[src/hdl/cmt_pkg.sv]
// Shared types and constants for the 8-bit compare-match timer.
// No dependencies.
package cmt_pkg;

    // Item kinds
    typedef enum logic [2:0] {
        MODE_TICK     = 3'd0,
        MODE_READ     = 3'd1,
        MODE_WRITE    = 3'd2,
        MODE_EXT_CLK  = 3'd3,
        MODE_EXT_RST  = 3'd4,
        MODE_FLAG_CLR = 3'd5
    } t_mode;

    // Register offsets
    localparam logic [2:0] OFF_CTRL   = 3'd0;
    localparam logic [2:0] OFF_STATUS = 3'd1;
    localparam logic [2:0] OFF_CMPA   = 3'd2;
    localparam logic [2:0] OFF_CMPB   = 3'd3;
    localparam logic [2:0] OFF_COUNT  = 3'd4;

    // Clock select codes (control bits 2..0)
    localparam logic [2:0] CKS_DIV8    = 3'd1;
    localparam logic [2:0] CKS_DIV64   = 3'd2;
    localparam logic [2:0] CKS_DIV1024 = 3'd3;
    localparam logic [2:0] CKS_RISE    = 3'd5;
    localparam logic [2:0] CKS_FALL    = 3'd6;
    localparam logic [2:0] CKS_BOTH    = 3'd7;

    // Counter clear select codes (control bits 4..3)
    localparam logic [1:0] CCLR_MATCH_A = 2'd1;
    localparam logic [1:0] CCLR_MATCH_B = 2'd2;
    localparam logic [1:0] CCLR_EXT     = 2'd3;

    // Output actions on match
    localparam logic [1:0] ACT_CLEAR  = 2'd1;
    localparam logic [1:0] ACT_SET    = 2'd2;
    localparam logic [1:0] ACT_TOGGLE = 2'd3;

    localparam logic [7:0] NO_REG_VALUE     = 8'hFF;
    localparam logic [7:0] CMP_RESET        = 8'hFF;
    localparam logic [7:0] COUNT_MAX        = 8'hFF;

    typedef struct packed {
        logic [2:0] mode;
        logic [2:0] reg_offset;
        logic [7:0] write_data;
        logic       edge_rising;
        logic       clear_which;
    } t_item;

    typedef struct packed {
        logic [7:0] read_data;
        logic       timer_out;
        logic       irq_compare_a;
        logic       irq_compare_b;
        logic       irq_overflow;
    } t_result;

endpackage

[src/hdl/cmt_engine.sv]
// Timer register file and per-word update logic.
// Depends on cmt_pkg.
module cmt_engine
    import cmt_pkg::*;
(
    input  logic    i_clk,
    input  logic    i_rst_n,
    input  logic    i_fire,
    input  t_item   i_item,
    output t_result o_result
);

    logic [7:0] r_ctrl,  n_ctrl;
    logic [2:0] r_flags, n_flags;   // {CMFB, CMFA, OVF}
    logic [3:0] r_os,    n_os;      // output select, {B, A}
    logic [7:0] r_cmpa,  n_cmpa;
    logic [7:0] r_cmpb,  n_cmpb;
    logic [7:0] r_count, n_count;
    logic [2:0] r_seen,  n_seen;
    logic       r_out,   n_out;
    logic [9:0] r_presc, n_presc;

    // counter step outcome, from current state
    logic       ma, mb, clr;
    logic [1:0] act;
    logic [2:0] step_flags;
    logic       step_out;
    logic [7:0] step_count;
    logic [2:0] cks;
    logic [1:0] csel;
    logic [9:0] presc_inc;
    logic       tick_step;
    logic       ext_step;
    logic [2:0] cleared;
    logic [7:0] rd;

    assign cks  = r_ctrl[2:0];
    assign csel = r_ctrl[4:3];

    always_comb begin
        ma  = (r_count == r_cmpa);
        mb  = (r_count == r_cmpb);
        clr = ((csel == CCLR_MATCH_A) && ma) || ((csel == CCLR_MATCH_B) && mb);
        step_flags = r_flags | {mb, ma, (r_count == COUNT_MAX) && !clr};
        // highest action code wins: toggle > set > clear > none
        act = 2'd0;
        if (ma && (r_os[1:0] > act)) act = r_os[1:0];
        if (mb && (r_os[3:2] > act)) act = r_os[3:2];
        case (act)
            ACT_CLEAR:  step_out = 1'b0;
            ACT_SET:    step_out = 1'b1;
            ACT_TOGGLE: step_out = ~r_out;
            default:    step_out = r_out;
        endcase
        step_count = clr ? 8'd0 : r_count + 8'd1;
    end

    assign presc_inc = r_presc + 10'd1;

    always_comb begin
        case (cks)
            CKS_DIV8:    tick_step = (presc_inc[2:0] == 3'd0);
            CKS_DIV64:   tick_step = (presc_inc[5:0] == 6'd0);
            CKS_DIV1024: tick_step = (presc_inc == 10'd0);
            default:     tick_step = 1'b0;
        endcase
        ext_step = ((cks == CKS_RISE) && i_item.edge_rising)
                || ((cks == CKS_FALL) && !i_item.edge_rising)
                || (cks == CKS_BOTH);
    end

    always_comb begin
        n_ctrl  = r_ctrl;
        n_flags = r_flags;
        n_os    = r_os;
        n_cmpa  = r_cmpa;
        n_cmpb  = r_cmpb;
        n_count = r_count;
        n_seen  = r_seen;
        n_out   = r_out;
        n_presc = r_presc;
        rd      = 8'd0;
        cleared = ~i_item.write_data[7:5] & r_seen;
        case (t_mode'(i_item.mode))
            MODE_TICK: begin
                n_presc = presc_inc;
                if (tick_step) begin
                    n_flags = step_flags;
                    n_out   = step_out;
                    n_count = step_count;
                end
            end
            MODE_READ: begin
                case (i_item.reg_offset)
                    OFF_CTRL:   rd = r_ctrl;
                    OFF_STATUS: begin
                        rd     = {r_flags, 1'b1, r_os};
                        n_seen = r_seen | r_flags;
                    end
                    OFF_CMPA:   rd = r_cmpa;
                    OFF_CMPB:   rd = r_cmpb;
                    OFF_COUNT:  rd = r_count;
                    default:    rd = NO_REG_VALUE;
                endcase
            end
            MODE_WRITE: begin
                case (i_item.reg_offset)
                    OFF_CTRL:   n_ctrl = i_item.write_data;
                    OFF_STATUS: begin
                        n_flags = r_flags & ~cleared;
                        n_os    = i_item.write_data[3:0];
                        n_seen  = r_seen & ~cleared;
                    end
                    OFF_CMPA:   n_cmpa  = i_item.write_data;
                    OFF_CMPB:   n_cmpb  = i_item.write_data;
                    OFF_COUNT:  n_count = i_item.write_data;
                    default:    ;
                endcase
            end
            MODE_EXT_CLK: begin
                if (ext_step) begin
                    n_flags = step_flags;
                    n_out   = step_out;
                    n_count = step_count;
                end
            end
            MODE_EXT_RST: begin
                if (csel == CCLR_EXT) n_count = 8'd0;
            end
            MODE_FLAG_CLR: begin
                if (i_item.clear_which) n_flags[2] = 1'b0;
                else                    n_flags[1] = 1'b0;
            end
            default: ;
        endcase
    end

    assign o_result.read_data     = rd;
    assign o_result.timer_out     = n_out;
    assign o_result.irq_compare_a = n_flags[1] & n_ctrl[6];
    assign o_result.irq_compare_b = n_flags[2] & n_ctrl[7];
    assign o_result.irq_overflow  = n_flags[0] & n_ctrl[5];

    always_ff @(posedge i_clk) begin
        if (!i_rst_n) begin
            r_ctrl  <= 8'd0;
            r_flags <= 3'd0;
            r_os    <= 4'd0;
            r_cmpa  <= CMP_RESET;
            r_cmpb  <= CMP_RESET;
            r_count <= 8'd0;
            r_seen  <= 3'd0;
            r_out   <= 1'b0;
            r_presc <= 10'd0;
        end else if (i_fire) begin
            r_ctrl  <= n_ctrl;
            r_flags <= n_flags;
            r_os    <= n_os;
            r_cmpa  <= n_cmpa;
            r_cmpb  <= n_cmpb;
            r_count <= n_count;
            r_seen  <= n_seen;
            r_out   <= n_out;
            r_presc <= n_presc;
        end
    end

endmodule

[src/hdl/eight_bit_compare_match_timer_core.sv]
// Top level of the 8-bit compare-match timer: input and result registers
// around the timer engine. Depends on cmt_pkg and cmt_engine.
//
// Each input word is one event seen by the timer: a phi tick, a register
// read or write, an external clock or reset edge, or a flag clear. Every
// word returns exactly one result word carrying read data (zero unless the
// word was a read), the output pin level and the three interrupt requests
// after the event. The block takes one word per clock while the output side
// is not stalled and passes each word through the input register, then one
// read-modify-write of the timer registers that loads the result register;
// the register file updates once per word as it moves on. A stall on the
// output side holds the result register; one more word may then sit in the
// input register before o_in_stall rises. No clearing pass after reset: all
// state resets directly.
module eight_bit_compare_match_timer_core
    import cmt_pkg::*;
(
    input  logic       i_clk,
    input  logic       i_rst_n,
    // input channel
    input  logic       i_in_valid,
    output logic       o_in_stall,
    input  logic [2:0] i_mode,
    input  logic [2:0] i_reg_offset,
    input  logic [7:0] i_write_data,
    input  logic       i_edge_rising,
    input  logic       i_clear_which,
    // result channel
    output logic       o_out_valid,
    input  logic       i_out_stall,
    output logic [7:0] o_read_data,
    output logic       o_timer_out,
    output logic       o_irq_compare_a,
    output logic       o_irq_compare_b,
    output logic       o_irq_overflow
);

    logic    r_in_valid;
    t_item   r_item;
    logic    r_out_valid;
    t_result r_result;
    t_result eng_result;

    logic accept_in;
    logic out_free;
    logic move;

    // result register can load when empty or being emptied this cycle
    assign out_free   = !r_out_valid || !i_out_stall;
    assign move       = r_in_valid && out_free;
    assign o_in_stall = r_in_valid && !out_free;
    assign accept_in  = i_in_valid && !o_in_stall;

    always_ff @(posedge i_clk) begin
        if (!i_rst_n) begin
            r_in_valid <= 1'b0;
        end else if (accept_in) begin
            r_in_valid <= 1'b1;
        end else if (move) begin
            r_in_valid <= 1'b0;
        end
    end

    // payload registers, no reset
    always_ff @(posedge i_clk) begin
        if (accept_in) begin
            r_item.mode        <= i_mode;
            r_item.reg_offset  <= i_reg_offset;
            r_item.write_data  <= i_write_data;
            r_item.edge_rising <= i_edge_rising;
            r_item.clear_which <= i_clear_which;
        end
    end

    // state updates exactly once per word, when it moves to the result reg
    cmt_engine u_engine (
        .i_clk    (i_clk),
        .i_rst_n  (i_rst_n),
        .i_fire   (move),
        .i_item   (r_item),
        .o_result (eng_result)
    );

    always_ff @(posedge i_clk) begin
        if (!i_rst_n) begin
            r_out_valid <= 1'b0;
        end else if (move) begin
            r_out_valid <= 1'b1;
        end else if (!i_out_stall) begin
            r_out_valid <= 1'b0;
        end
    end

    always_ff @(posedge i_clk) begin
        if (move) begin
            r_result <= eng_result;
        end
    end

    assign o_out_valid     = r_out_valid;
    assign o_read_data     = r_result.read_data;
    assign o_timer_out     = r_result.timer_out;
    assign o_irq_compare_a = r_result.irq_compare_a;
    assign o_irq_compare_b = r_result.irq_compare_b;
    assign o_irq_overflow  = r_result.irq_overflow;

endmodule

[config.mk]
export PLATFORM = sky130hd
export DESIGN_NAME = eight_bit_compare_match_timer_core
export DESIGN_NICKNAME = d
export VERILOG_FILES = /design/src/hdl/cmt_pkg.sv /design/src/hdl/cmt_engine.sv /design/src/hdl/eight_bit_compare_match_timer_core.sv
export SDC_FILE = /design/constraint.sdc
export NUM_CORES = 1
export LEC_CHECK = 0
export ABC_AREA = 1
export BUFFER_PORTS_ARGS = -buffer_cell sky130_fd_sc_hd__buf_4
export CAP_MARGIN = 20
export CORE_AREA = 10 10 98 100
export DETAILED_ROUTE_END_ITERATION = 6
export DIE_AREA = 0 0 108 110
export PLACE_DENSITY = 0.78
export SYNTH_ARGS = -nofsm -noshare
export SYNTH_HDL_FRONTEND = slang
export SYNTH_SLANG_ARGS = --single-unit
[constraint.sdc]
create_clock -name i_clk -period 2.5 [get_ports i_clk]
set_input_delay 0.375 -clock i_clk [delete_from_list [all_inputs] [get_ports i_clk]]
set_output_delay 0.375 -clock i_clk [all_outputs]
set_load 0.02 [all_outputs]
== Word level (Yosys, flattened, before mapping) ==
Index checks and enable logic that the tools add are counted.
Operators by class
  equality and inequality tests: 31
  add/sub/neg operators: 2
  muxes and demuxes: 30
  magnitude comparators: 2
  bitwise gates (word level): 11
  reduce and logical (&&, ||, !) cells: 35
Operators by type and width (count)
  $mux W8: 7
  $pmux W8 S5: 1
  $pmux W8 S4: 1
  $eq A3 B2 Y1 const B: 6
  $eq A3 B3 Y1 const B: 6
  $eq A8 B8 Y1: 2
  $mux W3: 5
  $reduce_and A3 Y1: 4
  $add A10 B1 Y10 const B: 1
  $logic_and A1 B1 Y1: 10
  $logic_not A10 Y1: 1
  $ne A2 B1 Y1 const B: 5
  $and A3 B3 Y3: 3
  $eq A3 B1 Y1 const B: 3
  $logic_not A3 Y1: 3
  $pmux W1 S3: 3
  $add A8 B1 Y8 const B: 1
  $eq A2 B2 Y1 const B: 4
  $eq A8 B8 Y1 const B: 1
  $mux W1: 8
  $pmux W2 S4: 1
  $logic_not A1 Y1: 6
  $logic_not A6 Y1: 1
  $not A3 Y3: 2
  other kinds (16): 26
Word-level totals
  flip-flop bits (word level): 83
  output and inout bits: 14
  bits of input ports: 20
  logic and storage cells: 133

== Logic depth before layout (Yosys ltp) ==
  depth after elaboration: 10
  depth in mapped cells: 23

== By module ==
From an unflattened synthesis, not the netlist that was laid out.
Unflattened totals
  cell total of the unflattened synthesis: 587
  area total of the unflattened synthesis: 4451.8 um^2
Modules (own cells, without submodules)
  cmt_engine: sequential area each 1061.0 um^2, cells an instance 546, instances 1, area each 3515.9 um^2
  eight_bit_compare_match_timer_core: sequential area each 880.8 um^2, cells an instance 41, instances 1, area each 935.9 um^2

== Worst setup path before layout ==
No wires, ideal clock.
  path type: register to register
  from: register u_engine.r_count[0]
  to: register r_result, in the netlist o_timer_out, data pin
  arrival: 1991 ps
  buffers on the path: 0
  cell stages (with the launch flop): 17
  data required time: 2239 ps
  path slack: 249 ps
  cells stage by stage: dfxtp_1 -> xnor2_1 -> nand2_1 -> nor2_1 -> nand2_1 -> nor2_1 -> inv_1 -> ha_1 -> a21oi_1 -> a21oi_1 -> nand3_1 -> nand2_1 -> nand3_1 -> nand2_1 -> nand2_1 -> nand3_1 -> nand3_1
RTL lines
  start, declared: RTL line cmt_engine.sv:18  | logic [7:0] r_count, n_count;
  start signal, assigned: RTL line cmt_engine.sv:161  | r_count <= n_count;
  end signal, assigned: RTL line eight_bit_compare_match_timer_core.sv:96  | r_result <= eng_result;
  end, declared: RTL line eight_bit_compare_match_timer_core.sv:41  | t_result r_result;

==> flow_metrics.tcl <==
set metrics [dict create \
    status "completed" \
    drt-total-wl_um 12200 \
    post_drt_wl_per_cell_um 16.1 \
    yosys_warnings 0 \
    p_leak_nw 2.25 \
    synth-seq-cells 83 \
    clk_pin_slew_worst_paths_ps 90 \
    grt-ovfl-total 0 \
    wl_met1_um 5150 \
    numPortBuffers 33 \
    final_cell_mix "nand2_1 (136), inv_1 (98), buf_4 (53), nor2_1 (49), dfxtp_1 (48)" \
    cts_buffer_depth 2 \
    cp_max_fo 4 \
    dieArea_um2 11900 \
    clock_sinks 83 \
    design_area_um2 5170 \
    grt_pass1_vias 3982 \
    netlist-cell-type-count 35 \
    final_nets 678 \
    dr.pass1.iters 5 \
    drive_above_1_share_pct 15.0 \
    antenna_cells 0 \
    dr_wl_met2_um 5890 \
    arrival_ps 2430 \
    fin_ws_ps 174 \
    ys.flop_type "dfxtp_1" \
    p_per_area_nw_per_um2 523 \
    place.gp.congestion 0.937 \
    cts_tree "done" \
    pre_cts_ws_ps -9.53 \
    grt_max_degree 43 \
    slew_violations 0 \
    tightest_slew_ps 739 \
    setup-violations-final 0 \
    rows 32 \
    fin_skew_ps 13.8 \
    io_pins 34 \
    place_area_um2 4890 \
    dpl.hpwl_um 8990 \
    vias_per_cell 5.60 \
    start_util_pct 58.2 \
    antenna_found_initial 0 \
    maxCapViolCount 0 \
    core-area_um2 7650 \
    ir_worst_vdd_uv 329 \
    finalCriticalPeriod_ps 2330 \
    ant_nets 0 \
    async_flop_share_pct 0 \
    drtIter0Drc 346 \
    hold_viol_final 0 \
    cts_root_buffer "clkbuf_8" \
    cp-end-kind "flip-flop" \
    clock.fmax_mhz 430 \
    required_ps 2610 \
    finalCritPeriodShare_pct 93.0 \
    htree_levels 3 \
    synth_edf_count 28 \
    avgSynthCellArea_um2 7.40 \
    syn_nets 627 \
    route.detailed.drc 0 \
    slew_headroom_pct 50.7 \
    hold_class "primary input to flip-flop" \
    vias 4254 \
    syn_area_um2 4450 \
    seq_area_frac_synth_pct 43.6 \
    die_w_um 108 \
    track_usage_pct 21.1 \
    startpoint_type "flip-flop" \
    area_growth_pct 16.0 \
    crit_type "flip-flop to flip-flop" \
    die_h_um 110 \
    numCtsBuffers 9 \
    routed.top_layer "met4" \
    holdWs_ps 185 \
    netlist_instances 602 \
    grt_pass1_wl_um 20100 \
    ctsHoldBuffers 0 \
    dr_wl_met3_um 888 \
    final_common_cell "nand2_1" \
    totalPowerFinal_mw 2.70 \
    clock_latency_ps 360 \
]
[logic make-up after synthesis]
family          count (synthesis)  synth area share, %
fa+ha+maj                       5                 1.40
xor+xnor                       14                 2.75
flops                          83                 43.6
simple gates                  253                 24.3
buf+inv                       117                 10.5
compound gates                130                 17.4
[worst max-delay path, stage by stage (launching register included)]
cell	delay, ps
dfxtp_1	360
xnor2_1	120
nand2_1	120
nor2_4	150
nand2_4	90
nor2_4	120
inv_2	50
ha_4	280
a21oi_2	70
a21oi_2	170
nand3_1	100
nand2_1	70
nand3_1	80
nand2_1	70
nand2_1	70
nand3_2	80
nand3_1	70
[path summary, 6_finish.rpt]
check / from / end / slack, ps / cells after the start
max: u_engine.r_cmpa[0]$_SDFFE_PN1P_ / o_timer_out$_DFFE_PP_ / 170 / 16
min: i_write_data[0] / r_item[2]$_DFFE_PP_ / 180 / 1
max reg2reg: u_engine.r_cmpa[0]$_SDFFE_PN1P_ / o_timer_out$_DFFE_PP_ / 170 / 16
min reg2reg: u_engine.r_seen[0]$_SDFFE_PN0P_ / u_engine.r_seen[0]$_SDFFE_PN0P_ / 490 / 2
[registers in the layout (all words and copies together) (netlist names), 3 cells and up]
name	count
u_engine.r_presc	10
r_item	16
u_engine.r_os	4
u_engine.r_flags	3
u_engine.r_count	8
o_read_data	8
u_engine.r_cmpb	8
u_engine.r_cmpa	8
u_engine.r_seen	3
u_engine.r_ctrl	8
[cells in the mapped netlist, types with 5 or more instances]
cell type  instances  area (µm²)
ha_1               5        62.6
nor3_1            10        50.1
a221oi_1           6        52.6
a21oi_1           41         205
nand4_1           15        93.8
o211ai_1          21         158
dfxtp_1           55        1100
nor2_1            53         199
buf_2              5        25.0
o22ai_1            7        43.8
a31oi_1            9        56.3
xnor2_1           12         105
nand2_1          138         518
inv_1            101         379
a211oi_1           6        45.0
nand3_1           27         135
edfxtp_1          28         841
o21ai_0           32         160
[layout make-up]
type	instances	area [µm²]
clock buffers	12	135
clock inverters	4	43.8
fillers	676	2480
inverters	104	390
multi-input cells	402	2120
flip-flops and latches	83	1950
well taps	102	128
repair buffers	53	398
[timing repair]
action,4_1_cts,5_1_grt
buffers inserted,0,2
setup endpoints to repair,1,6
resized for setup,2,25
pin swaps,0,10
[per-stage QoR]
stage          utilization, %  TNS, ps  instances
2_1_floorplan               -        0        602
3_3_place_gp             63.9        0        742
3_5_place_dp             63.9    -9.53        742
4_1_cts                  66.4        0        758
5_1_grt                  67.6    -9.97        760
6_report                 67.6        0        760
[per-layer routing]
| metal | vias up | global-route usage, % |
|---|---|---|
| li1 | 2111 | - |
| met1 | 1937 | 26.5 |
| met2 | 178 | 35.0 |
| met3 | 28 | 4.88 |
| met4 | 0 | 7.06 |
| met5 | - | 0 |
[report_power, final]
| part | total, mW | internal, mW | switching (mW) |
|---|---|---|---|
| Combinational | 0.296 | 0.110 | 0.186 |
| Clock | 0.926 | 0.457 | 0.470 |
| Sequential | 1.48 | 1.44 | 0.0381 |
| Total | 2.70 | 2.01 | 0.694 |
(Power assumes the default switching activity.)
